<file path="src/hw/rtl/ppdma_pkg.sv">
package ppdma_pkg;

  localparam int unsigned PosW  = 18;
  localparam int unsigned BaseW = 32;
  localparam int unsigned SampW = 16;

  localparam logic [PosW-1:0] BUF0_OFFSET = 18'd65536;
  localparam logic [PosW-1:0] BUF1_OFFSET = 18'd73728;

  localparam logic [7:0] FLAG_BUF0 = 8'h20;
  localparam logic [7:0] FLAG_BUF1 = 8'h10;
  localparam logic [7:0] CTRL_KEEP = 8'hCF;

  localparam logic [1:0] MODE_PULL  = 2'd0;
  localparam logic [1:0] MODE_WRITE = 2'd1;
  localparam logic [1:0] MODE_START = 2'd2;
  localparam logic [1:0] MODE_STOP  = 2'd3;

  localparam logic CFG_BUFFER_BASE    = 1'b0;
  localparam logic CFG_BUFFER_SAMPLES = 1'b1;

  typedef enum logic [1:0] {
    OP_PULL,
    OP_WRITE,
    OP_START,
    OP_STOP
  } op_e;

  typedef struct packed {
    logic [1:0]      mode;
    logic [PosW-1:0] request_length;
    logic [7:0]      control_value;
  } in_t;

  typedef struct packed {
    logic [BaseW-1:0] mem_address;
    logic [PosW-1:0]  grant_length;
    logic             more_data;
    logic [7:0]       status_byte;
    logic [PosW-1:0]  play_position;
    logic             active_buffer;
  } out_t;

  typedef struct packed {
    op_e             op;
    logic [PosW-1:0] request_length;
    logic [7:0]      control_value;
  } cmd_t;

  typedef struct packed {
    logic [BaseW-1:0] buffer_base;
    logic [SampW-1:0] buffer_samples;
  } cfg_t;

endpackage

</file>
<file path="src/hw/rtl/ping_pong_sound_dma_pull.sv">
// an accepted word is written into the queue, then popped by the back end into its result register
// throughput: one word per cycle while the output is not stalled; each pull is handled in the back end
// a two-word queue sits between front and back; stall rises only when it is full
// reset clears position, buffer, enable, status, queue and both config registers

module ping_pong_sound_dma_pull (
  input  logic                              clk_i,
  input  logic                              rst_ni,
  input  logic                              in_valid_i,
  output logic                              in_stall_o,
  input  ppdma_pkg::in_t                    in_word_i,
  output logic                              out_valid_o,
  input  logic                              out_stall_i,
  output ppdma_pkg::out_t                   out_word_o,
  input  logic                              cfg_we_i,
  input  logic                              cfg_index_i,
  input  logic [ppdma_pkg::BaseW-1:0]       cfg_data_i
);

  ppdma_pkg::cfg_t cfg_q, cfg_d;
  ppdma_pkg::cmd_t front_cmd, queue_cmd;
  logic            push, full, queue_valid, pop;

  always_comb begin
    cfg_d = cfg_q;
    if (cfg_we_i) begin
      unique case (cfg_index_i)
        ppdma_pkg::CFG_BUFFER_BASE:    cfg_d.buffer_base = cfg_data_i;
        ppdma_pkg::CFG_BUFFER_SAMPLES:
          cfg_d.buffer_samples = cfg_data_i[ppdma_pkg::SampW-1:0];
        default: cfg_d = cfg_q;
      endcase
    end
  end

  always_ff @(posedge clk_i or negedge rst_ni) begin
    if (!rst_ni) begin
      cfg_q <= '0;
    end else begin
      cfg_q <= cfg_d;
    end
  end

  ppdma_front u_front (
    .in_valid_i (in_valid_i),
    .in_stall_o (in_stall_o),
    .in_word_i  (in_word_i),
    .full_i     (full),
    .push_o     (push),
    .cmd_o      (front_cmd)
  );

  ppdma_fifo u_fifo (
    .clk_i   (clk_i),
    .rst_ni  (rst_ni),
    .push_i  (push),
    .cmd_i   (front_cmd),
    .full_o  (full),
    .valid_o (queue_valid),
    .pop_i   (pop),
    .cmd_o   (queue_cmd)
  );

  ppdma_back u_back (
    .clk_i       (clk_i),
    .rst_ni      (rst_ni),
    .cfg_i       (cfg_q),
    .cmd_valid_i (queue_valid),
    .cmd_i       (queue_cmd),
    .cmd_pop_o   (pop),
    .out_valid_o (out_valid_o),
    .out_stall_i (out_stall_i),
    .out_word_o  (out_word_o)
  );

endmodule

</file>
<file path="src/hw/rtl/ppdma_front.sv">
module ppdma_front (
  input  logic             in_valid_i,
  output logic             in_stall_o,
  input  ppdma_pkg::in_t   in_word_i,
  input  logic             full_i,
  output logic             push_o,
  output ppdma_pkg::cmd_t  cmd_o
);

  ppdma_pkg::op_e op;

  always_comb begin
    unique case (in_word_i.mode)
      ppdma_pkg::MODE_PULL:  op = ppdma_pkg::OP_PULL;
      ppdma_pkg::MODE_WRITE: op = ppdma_pkg::OP_WRITE;
      ppdma_pkg::MODE_START: op = ppdma_pkg::OP_START;
      ppdma_pkg::MODE_STOP:  op = ppdma_pkg::OP_STOP;
      default:               op = ppdma_pkg::OP_STOP;
    endcase
  end

  assign in_stall_o = full_i;
  assign push_o     = in_valid_i & ~full_i;

  assign cmd_o.op             = op;
  assign cmd_o.request_length = in_word_i.request_length;
  // drain flag bits never come from the written byte
  assign cmd_o.control_value  = in_word_i.control_value & ppdma_pkg::CTRL_KEEP;

endmodule

</file>
<file path="src/hw/rtl/ppdma_fifo.sv">
module ppdma_fifo (
  input  logic             clk_i,
  input  logic             rst_ni,
  input  logic             push_i,
  input  ppdma_pkg::cmd_t  cmd_i,
  output logic             full_o,
  output logic             valid_o,
  input  logic             pop_i,
  output ppdma_pkg::cmd_t  cmd_o
);

  ppdma_pkg::cmd_t mem_q [2];
  logic            wr_ptr_q, wr_ptr_d;
  logic            rd_ptr_q, rd_ptr_d;
  logic [1:0]      count_q, count_d;
  logic            do_pop;

  assign full_o  = (count_q == 2'd2);
  assign valid_o = (count_q != 2'd0);
  assign do_pop  = pop_i & valid_o;
  assign cmd_o   = mem_q[rd_ptr_q];

  always_comb begin
    wr_ptr_d = wr_ptr_q ^ push_i;
    rd_ptr_d = rd_ptr_q ^ do_pop;
    count_d  = count_q + {1'b0, push_i} - {1'b0, do_pop};
  end

  always_ff @(posedge clk_i) begin
    if (push_i) begin
      mem_q[wr_ptr_q] <= cmd_i;
    end
  end

  always_ff @(posedge clk_i or negedge rst_ni) begin
    if (!rst_ni) begin
      wr_ptr_q <= 1'b0;
      rd_ptr_q <= 1'b0;
      count_q  <= 2'd0;
    end else begin
      wr_ptr_q <= wr_ptr_d;
      rd_ptr_q <= rd_ptr_d;
      count_q  <= count_d;
    end
  end

`ifndef SYNTHESIS
  a_no_overflow: assert property (@(posedge clk_i) disable iff (!rst_ni)
    full_o |-> !push_i) else $error("push into full queue");
  a_count_range: assert property (@(posedge clk_i) disable iff (!rst_ni)
    count_q != 2'd3) else $error("queue count out of range");
  a_ptr_match: assert property (@(posedge clk_i) disable iff (!rst_ni)
    (count_q == 2'd0 || count_q == 2'd2) |-> (wr_ptr_q == rd_ptr_q))
    else $error("queue pointers disagree with count");
`endif

endmodule

</file>
<file path="src/hw/rtl/ppdma_back.sv">
module ppdma_back (
  input  logic             clk_i,
  input  logic             rst_ni,
  input  ppdma_pkg::cfg_t  cfg_i,
  input  logic             cmd_valid_i,
  input  ppdma_pkg::cmd_t  cmd_i,
  output logic             cmd_pop_o,
  output logic             out_valid_o,
  input  logic             out_stall_i,
  output ppdma_pkg::out_t  out_word_o
);

  logic [ppdma_pkg::PosW-1:0] pos_q, pos_d;
  logic                       cur_q, cur_d;
  logic                       on_q, on_d;
  logic [7:0]                 status_q, status_d;
  logic                       out_valid_q, out_valid_d;
  ppdma_pkg::out_t            out_q, out_d;

  logic [ppdma_pkg::PosW-1:0] buf_len, rem, grant, pos_eff, offs;
  logic [ppdma_pkg::PosW:0]   rel_addr;
  logic                       drained, stopped, new_cur;
  logic                       pop;

  assign pop       = cmd_valid_i & (~out_valid_q | ~out_stall_i);
  assign cmd_pop_o = pop;

  always_comb begin
    buf_len  = {cfg_i.buffer_samples, 2'b00};
    drained  = (pos_q >= buf_len);
    stopped  = drained & cur_q & ~on_q;
    new_cur  = (drained & ~stopped) ? ~cur_q : cur_q;
    pos_eff  = drained ? '0 : pos_q;
    rem      = drained ? buf_len : (buf_len - pos_q);
    grant    = (rem < cmd_i.request_length) ? rem : cmd_i.request_length;
    offs     = new_cur ? ppdma_pkg::BUF1_OFFSET : ppdma_pkg::BUF0_OFFSET;
    rel_addr = {1'b0, offs} + {1'b0, pos_eff};

    pos_d       = pos_q;
    cur_d       = cur_q;
    on_d        = on_q;
    status_d    = status_q;
    out_valid_d = out_valid_q & out_stall_i;
    out_d       = out_q;

    if (pop) begin
      out_valid_d = 1'b1;
      out_d.mem_address  = '0;
      out_d.grant_length = '0;
      out_d.more_data    = 1'b0;
      unique case (cmd_i.op)
        ppdma_pkg::OP_PULL: begin
          if (drained) begin
            status_d = status_q | (cur_q ? ppdma_pkg::FLAG_BUF1 : ppdma_pkg::FLAG_BUF0);
          end
          cur_d = new_cur;
          if (stopped) begin
            pos_d = '0;
          end else begin
            pos_d              = pos_eff + grant;
            out_d.mem_address  = {cfg_i.buffer_base[ppdma_pkg::BaseW-1:ppdma_pkg::PosW],
                                  {ppdma_pkg::PosW{1'b0}}}
                                 + {{(ppdma_pkg::BaseW-ppdma_pkg::PosW-1){1'b0}}, rel_addr};
            out_d.grant_length = grant;
            out_d.more_data    = 1'b1;
          end
        end
        ppdma_pkg::OP_WRITE: status_d = cmd_i.control_value;
        ppdma_pkg::OP_START: begin
          pos_d = '0;
          cur_d = 1'b0;
          on_d  = 1'b1;
        end
        ppdma_pkg::OP_STOP: on_d = 1'b0;
        default: on_d = on_q;
      endcase
      out_d.status_byte   = status_d;
      out_d.play_position = pos_d;
      out_d.active_buffer = cur_d;
    end
  end

  always_ff @(posedge clk_i) begin
    out_q <= out_d;
  end

  always_ff @(posedge clk_i or negedge rst_ni) begin
    if (!rst_ni) begin
      pos_q       <= '0;
      cur_q       <= 1'b0;
      on_q        <= 1'b0;
      status_q    <= '0;
      out_valid_q <= 1'b0;
    end else begin
      pos_q       <= pos_d;
      cur_q       <= cur_d;
      on_q        <= on_d;
      status_q    <= status_d;
      out_valid_q <= out_valid_d;
    end
  end

  assign out_valid_o = out_valid_q;
  assign out_word_o  = out_q;

`ifndef SYNTHESIS
  a_no_data_empty: assert property (@(posedge clk_i) disable iff (!rst_ni)
    (out_valid_q && !out_q.more_data) |->
      (out_q.grant_length == '0 && out_q.mem_address == '0))
    else $error("stopped word carries data");
  a_start_rewinds: assert property (@(posedge clk_i) disable iff (!rst_ni)
    (pop && cmd_i.op == ppdma_pkg::OP_START) |=>
      (pos_q == '0 && !cur_q && on_q))
    else $error("start did not rewind");
  a_write_clears: assert property (@(posedge clk_i) disable iff (!rst_ni)
    (pop && cmd_i.op == ppdma_pkg::OP_WRITE) |=> (status_q[5:4] == 2'b00))
    else $error("control write left drain flags");
  a_state_matches: assert property (@(posedge clk_i) disable iff (!rst_ni)
    $past(pop) |-> (out_q.play_position == pos_q && out_q.active_buffer == cur_q))
    else $error("result state disagrees with registers");
`endif

endmodule

</file>
<file path="config.mk">
export PLATFORM = sky130hd
export DESIGN_NAME = ping_pong_sound_dma_pull
export DESIGN_NICKNAME = d
export VERILOG_FILES = /design/src/hw/rtl/ppdma_pkg.sv /design/src/hw/rtl/ping_pong_sound_dma_pull.sv /design/src/hw/rtl/ppdma_front.sv /design/src/hw/rtl/ppdma_fifo.sv /design/src/hw/rtl/ppdma_back.sv
export SDC_FILE = /design/constraint.sdc
export NUM_CORES = 1
export LEC_CHECK = 0
export BUFFER_PORTS_ARGS = -buffer_cell sky130_fd_sc_hd__buf_2
export CORE_UTILIZATION = 45
export CTS_CLUSTER_SIZE = 8
export DETAILED_ROUTE_END_ITERATION = 16
export GPL_TIMING_DRIVEN = 0
export MAX_ROUTING_LAYER = met4
export PLACE_DENSITY = 0.62
export RECOVER_POWER = 50
export SYNTH_ARGS = -nofsm -noshare
export SYNTH_HDL_FRONTEND = slang
export SYNTH_SLANG_ARGS = --single-unit
</file>
<file path="constraint.sdc">
create_clock -name clk_i -period 8.9 [get_ports clk_i]
set_input_delay 0 -clock clk_i [delete_from_list [all_inputs] [get_ports clk_i]]
set_output_delay 0 -clock clk_i [all_outputs]
set_load 0.01 [all_outputs]
</file>
==> impl_results.md <==
- Count leader, synth: edfxtp_1
- Sw frac: 44.3%
- Hold path start: cfg_index_i
- Syn-to-layout area delta: 21.3%
- Port-buffer cells: 139
- Xor/xnor share of the synthesized area: 4.20%
- Tmin final: 7960 ps
- Failing checks: capacitance limit, slew limit
- Crit end category: flop
- Ports: 146
- Mean post-synth cell area: 11.7 um^2
- Pin count of the biggest net entering global routing: 68
- Psw: 2.21 mW
- Hold WC Path Type: primary input to flop
- Chip Height: 151 um
- Achievable frequency: 0.126 GHz
- Crit path max-delay family: compound AO/OA/AOI/OAI gates
- Final #Nets: 1198
- Non-filler cells, final: 1367
- Die area: 22800 um^2
- Mapped Area: 10000 um^2
- Max H-tree Level: 4
- Clock sink count: 193
- Top cell type by total area after synthesis: edfxtp_1
- ANT nets after route: 0
- Yosys warns: 0
- Kind of critical path: flop to flop
- Leakage: 5.08 nW
- Hold Vio Cnt, Final: 0
- Antenna Cells: 0
- Worst EP required: 9100 ps
- Final wirelength: 23500 um
- Count of final setup violators: 0
- Avg WL per Cell: 17.2 um
- Max Clock Skew: 12.8 ps
- # rows: 54
- Compound-gate portion of the synthesized area: 10.5%
- Die width: 151 um
- Internal power: 2.79 mW
- Post-DP HPWL: 17200 um
- Vias in the first global route: 6892
- Worst path bufs/invs: 5
- Launch point of the worst reg-to-reg path: u_back.pos_q[0]$_DFFE_PN0P_
- CTS tree: done
- Adder-cell area share of the yosys netlist: 7.32%
- R2R Setup Slk: 940 ps
- DRC Markers: 0
- Syn Nets: 980
- Mux share of post-synthesis cell area: 8.88%
- Drt via density: 5.27
- Post-synthesis async set-or-reset flop share: 32.6%
- Share of post-route cells with drive strength above 1: 12.0%
- VDD IR max: 0.000181 V
- Synth Instances: 856
- Core area: 21800 um^2
- Total grt overflow: 0
- Yosys cell types: 60
- Crit path max-delay cell type: o41ai_2
- Max-Cap Viols: 1
- Fin crit share: 89.4%
- Post-CTS setup buffers: 0
- Initial Util: 45.9%
- Nature of the critical path startpoint: flop
- Max Root-Sink Buffers: 2
- Prevailing post-synth register cell: edfxtp_1
- Seq cells post-synth: 193
- Post-synthesis simple-gate area fraction: 11.2%
- Top cell type's share of synthesized area: 39.0%
- RSZ-0062 raised after global routing: no
- Status: finished with violations
- Worst Setup SP: u_back.pos_q[0]$_DFFE_PN0P_
- DR vias: 7202
- Critical Path Fanout Max: 10
- Initial antenna violation count: 0
- First-pass GRT wire length: 36500 um
- Logic gate share of total power: 55.1%
- Initial DRT Pass Iterations: 4
- Synth top area cells: edfxtp_1 (39%), dfrtp_1 (16%), ha_1 (7.1%)
- Part of the power in the clock network: 15.3%
- Slowest stage delay, CP: 520 ps
- Main combinational cell family by area after synthesis: simple AND/OR/NAND/NOR gates
- GR Util All Layers: 22.1%
- Relative slew slack: -151%
- Top post-synthesis cells by count: edfxtp_1 (130), nand2_1 (76), dfrtp_1 (63)
- EDFF count, synth: 130
- Clock-pin slew on the worst setup and hold paths: 80 ps
- Register area share after synthesis: 54.8%
- Fin. max-slew vios: 64
- Root buffer cell: clkbuf_16
- Placed cell count: 1276
- Sequential Power Share: 29.7%
- Power per cell area: 412 nW/um^2
- Latest clock arrival within the worst-skew pair: 450 ps
- DRT iter0 DRCs: 379
- Tightest Pin Transition: 3770 ps
- RePlAce Congestion: 0.890
- CP arrival: 8160 ps
- CTS Buf Count: 17
- Setup_tns: 0 ps
-- per-layer routing --
layer / GRT usage, % / wire length (um) / vias up
met5: - / 0 / -
met4: 5.65 / 259 / 0
met3: 3.07 / 1050 / 23
met2: 34.5 / 11000 / 172
met1: 30.5 / 11200 / 3459
li1: - / - / 3548
-- layout by cell type (no fill, tap or decap), types with 41 or more instances in the layout --
master,instances
a21oi_1,41
buf_2,44
clkbuf_1,120
dfrtp_1,63
dlygate4sd3_1,59
edfxtp_1,130
ha_1,57
inv_1,47
mux2i_1,46
nand2_1,76
nor2_1,56
-- state kept, by name (all words and copies together), names as in the netlist --
name and count:
u_back.out_valid_o 1, u_back.on_q 1, u_fifo.wr_ptr_q 1, u_back.status_q 8
u_back.out_word_o 78, u_back.pos_q 18, cfg_q 30, u_fifo.rd_ptr_q 1
u_back.cur_q 1, u_fifo.mem_q 52, u_fifo.count_q 2
-- power by group through the flow --
stage          Clock, mW  Sequential (mW)  Combinational (mW)
5_1_grt            0.807             1.52                3.05
4_1_cts            0.775             1.48                2.79
2_1_floorplan          0             1.58                1.86
3_3_place_gp           0             1.51                2.71
3_5_place_dp           0             1.50                2.75
6_report           0.763             1.48                2.75
-- worst reg2reg max path: cells and delay by family, from the launching register on --
family / cells / cell delay (ps)
flip-flops: 1 / 460
AND/OR/NAND/NOR: 6 / 970
adder cells (fa/ha/maj): 3 / 880
XOR/XNOR: 1 / 150
AO/OA/AOI/OAI: 17 / 4190
buffers and inverters: 5 / 1080
-- metrics by stage --
| stage | power [mW] | instance area (um^2) | hold WS, ps | setup WS, ps | util (%) |
|---|---|---|---|---|---|
| global placement | 4.22 | 11100 | 189 | 1070 | 50.7 |
| CTS | 5.04 | 12300 | 102 | 1000 | 56.2 |
| finish | 5.00 | 12100 | 128 | 945 | 55.6 |
| global route | 5.38 | 12100 | 161 | 402 | 55.6 |
| detailed placement | 4.25 | 11100 | 179 | 1050 | 50.8 |
| floorplan | 3.44 | 10000 | -296 | 2490 | - |
-- layout make-up --
class	count	area, um^2
sequential	193	5480
clock buffer	17	425
timing repair buffer	199	1190
inverter	49	184
fill	1948	9680
tap	280	350
clock inverter	15	164
buffer	32	143
multi-input combinational	582	4210
-- final timing paths --
path,end,cells past startpoint
setup / recovery,u_back.out_word_o[14]$_DFFE_PP_,32
hold / removal,cfg_q[46]$_DFFE_PN0P_,4
setup reg to reg,u_back.out_word_o[14]$_DFFE_PP_,32
hold reg to reg,u_back.status_q[7]$_DFFE_PN0P_,2
max in group asynchronous,cfg_q[8]$_DFFE_PN0P_,2
min in group asynchronous,cfg_q[44]$_DFFE_PN0P_,2
-- timing repair --
item                      in CTS  in global routing
hold endpoints to repair     147                  0
hold buffers                  59                  0
gates resized for setup        0                  0
-- cell families (layout without fill, tap and decap cells) --
kind of cell,Yosys count,after routing
compound gates,159,159
fa+ha+maj,58,58
mux,84,84
flops,193,193
buf+inv,81,312
xor+xnor,48,48
simple gates,233,233
(Power assumes the default switching activity.)
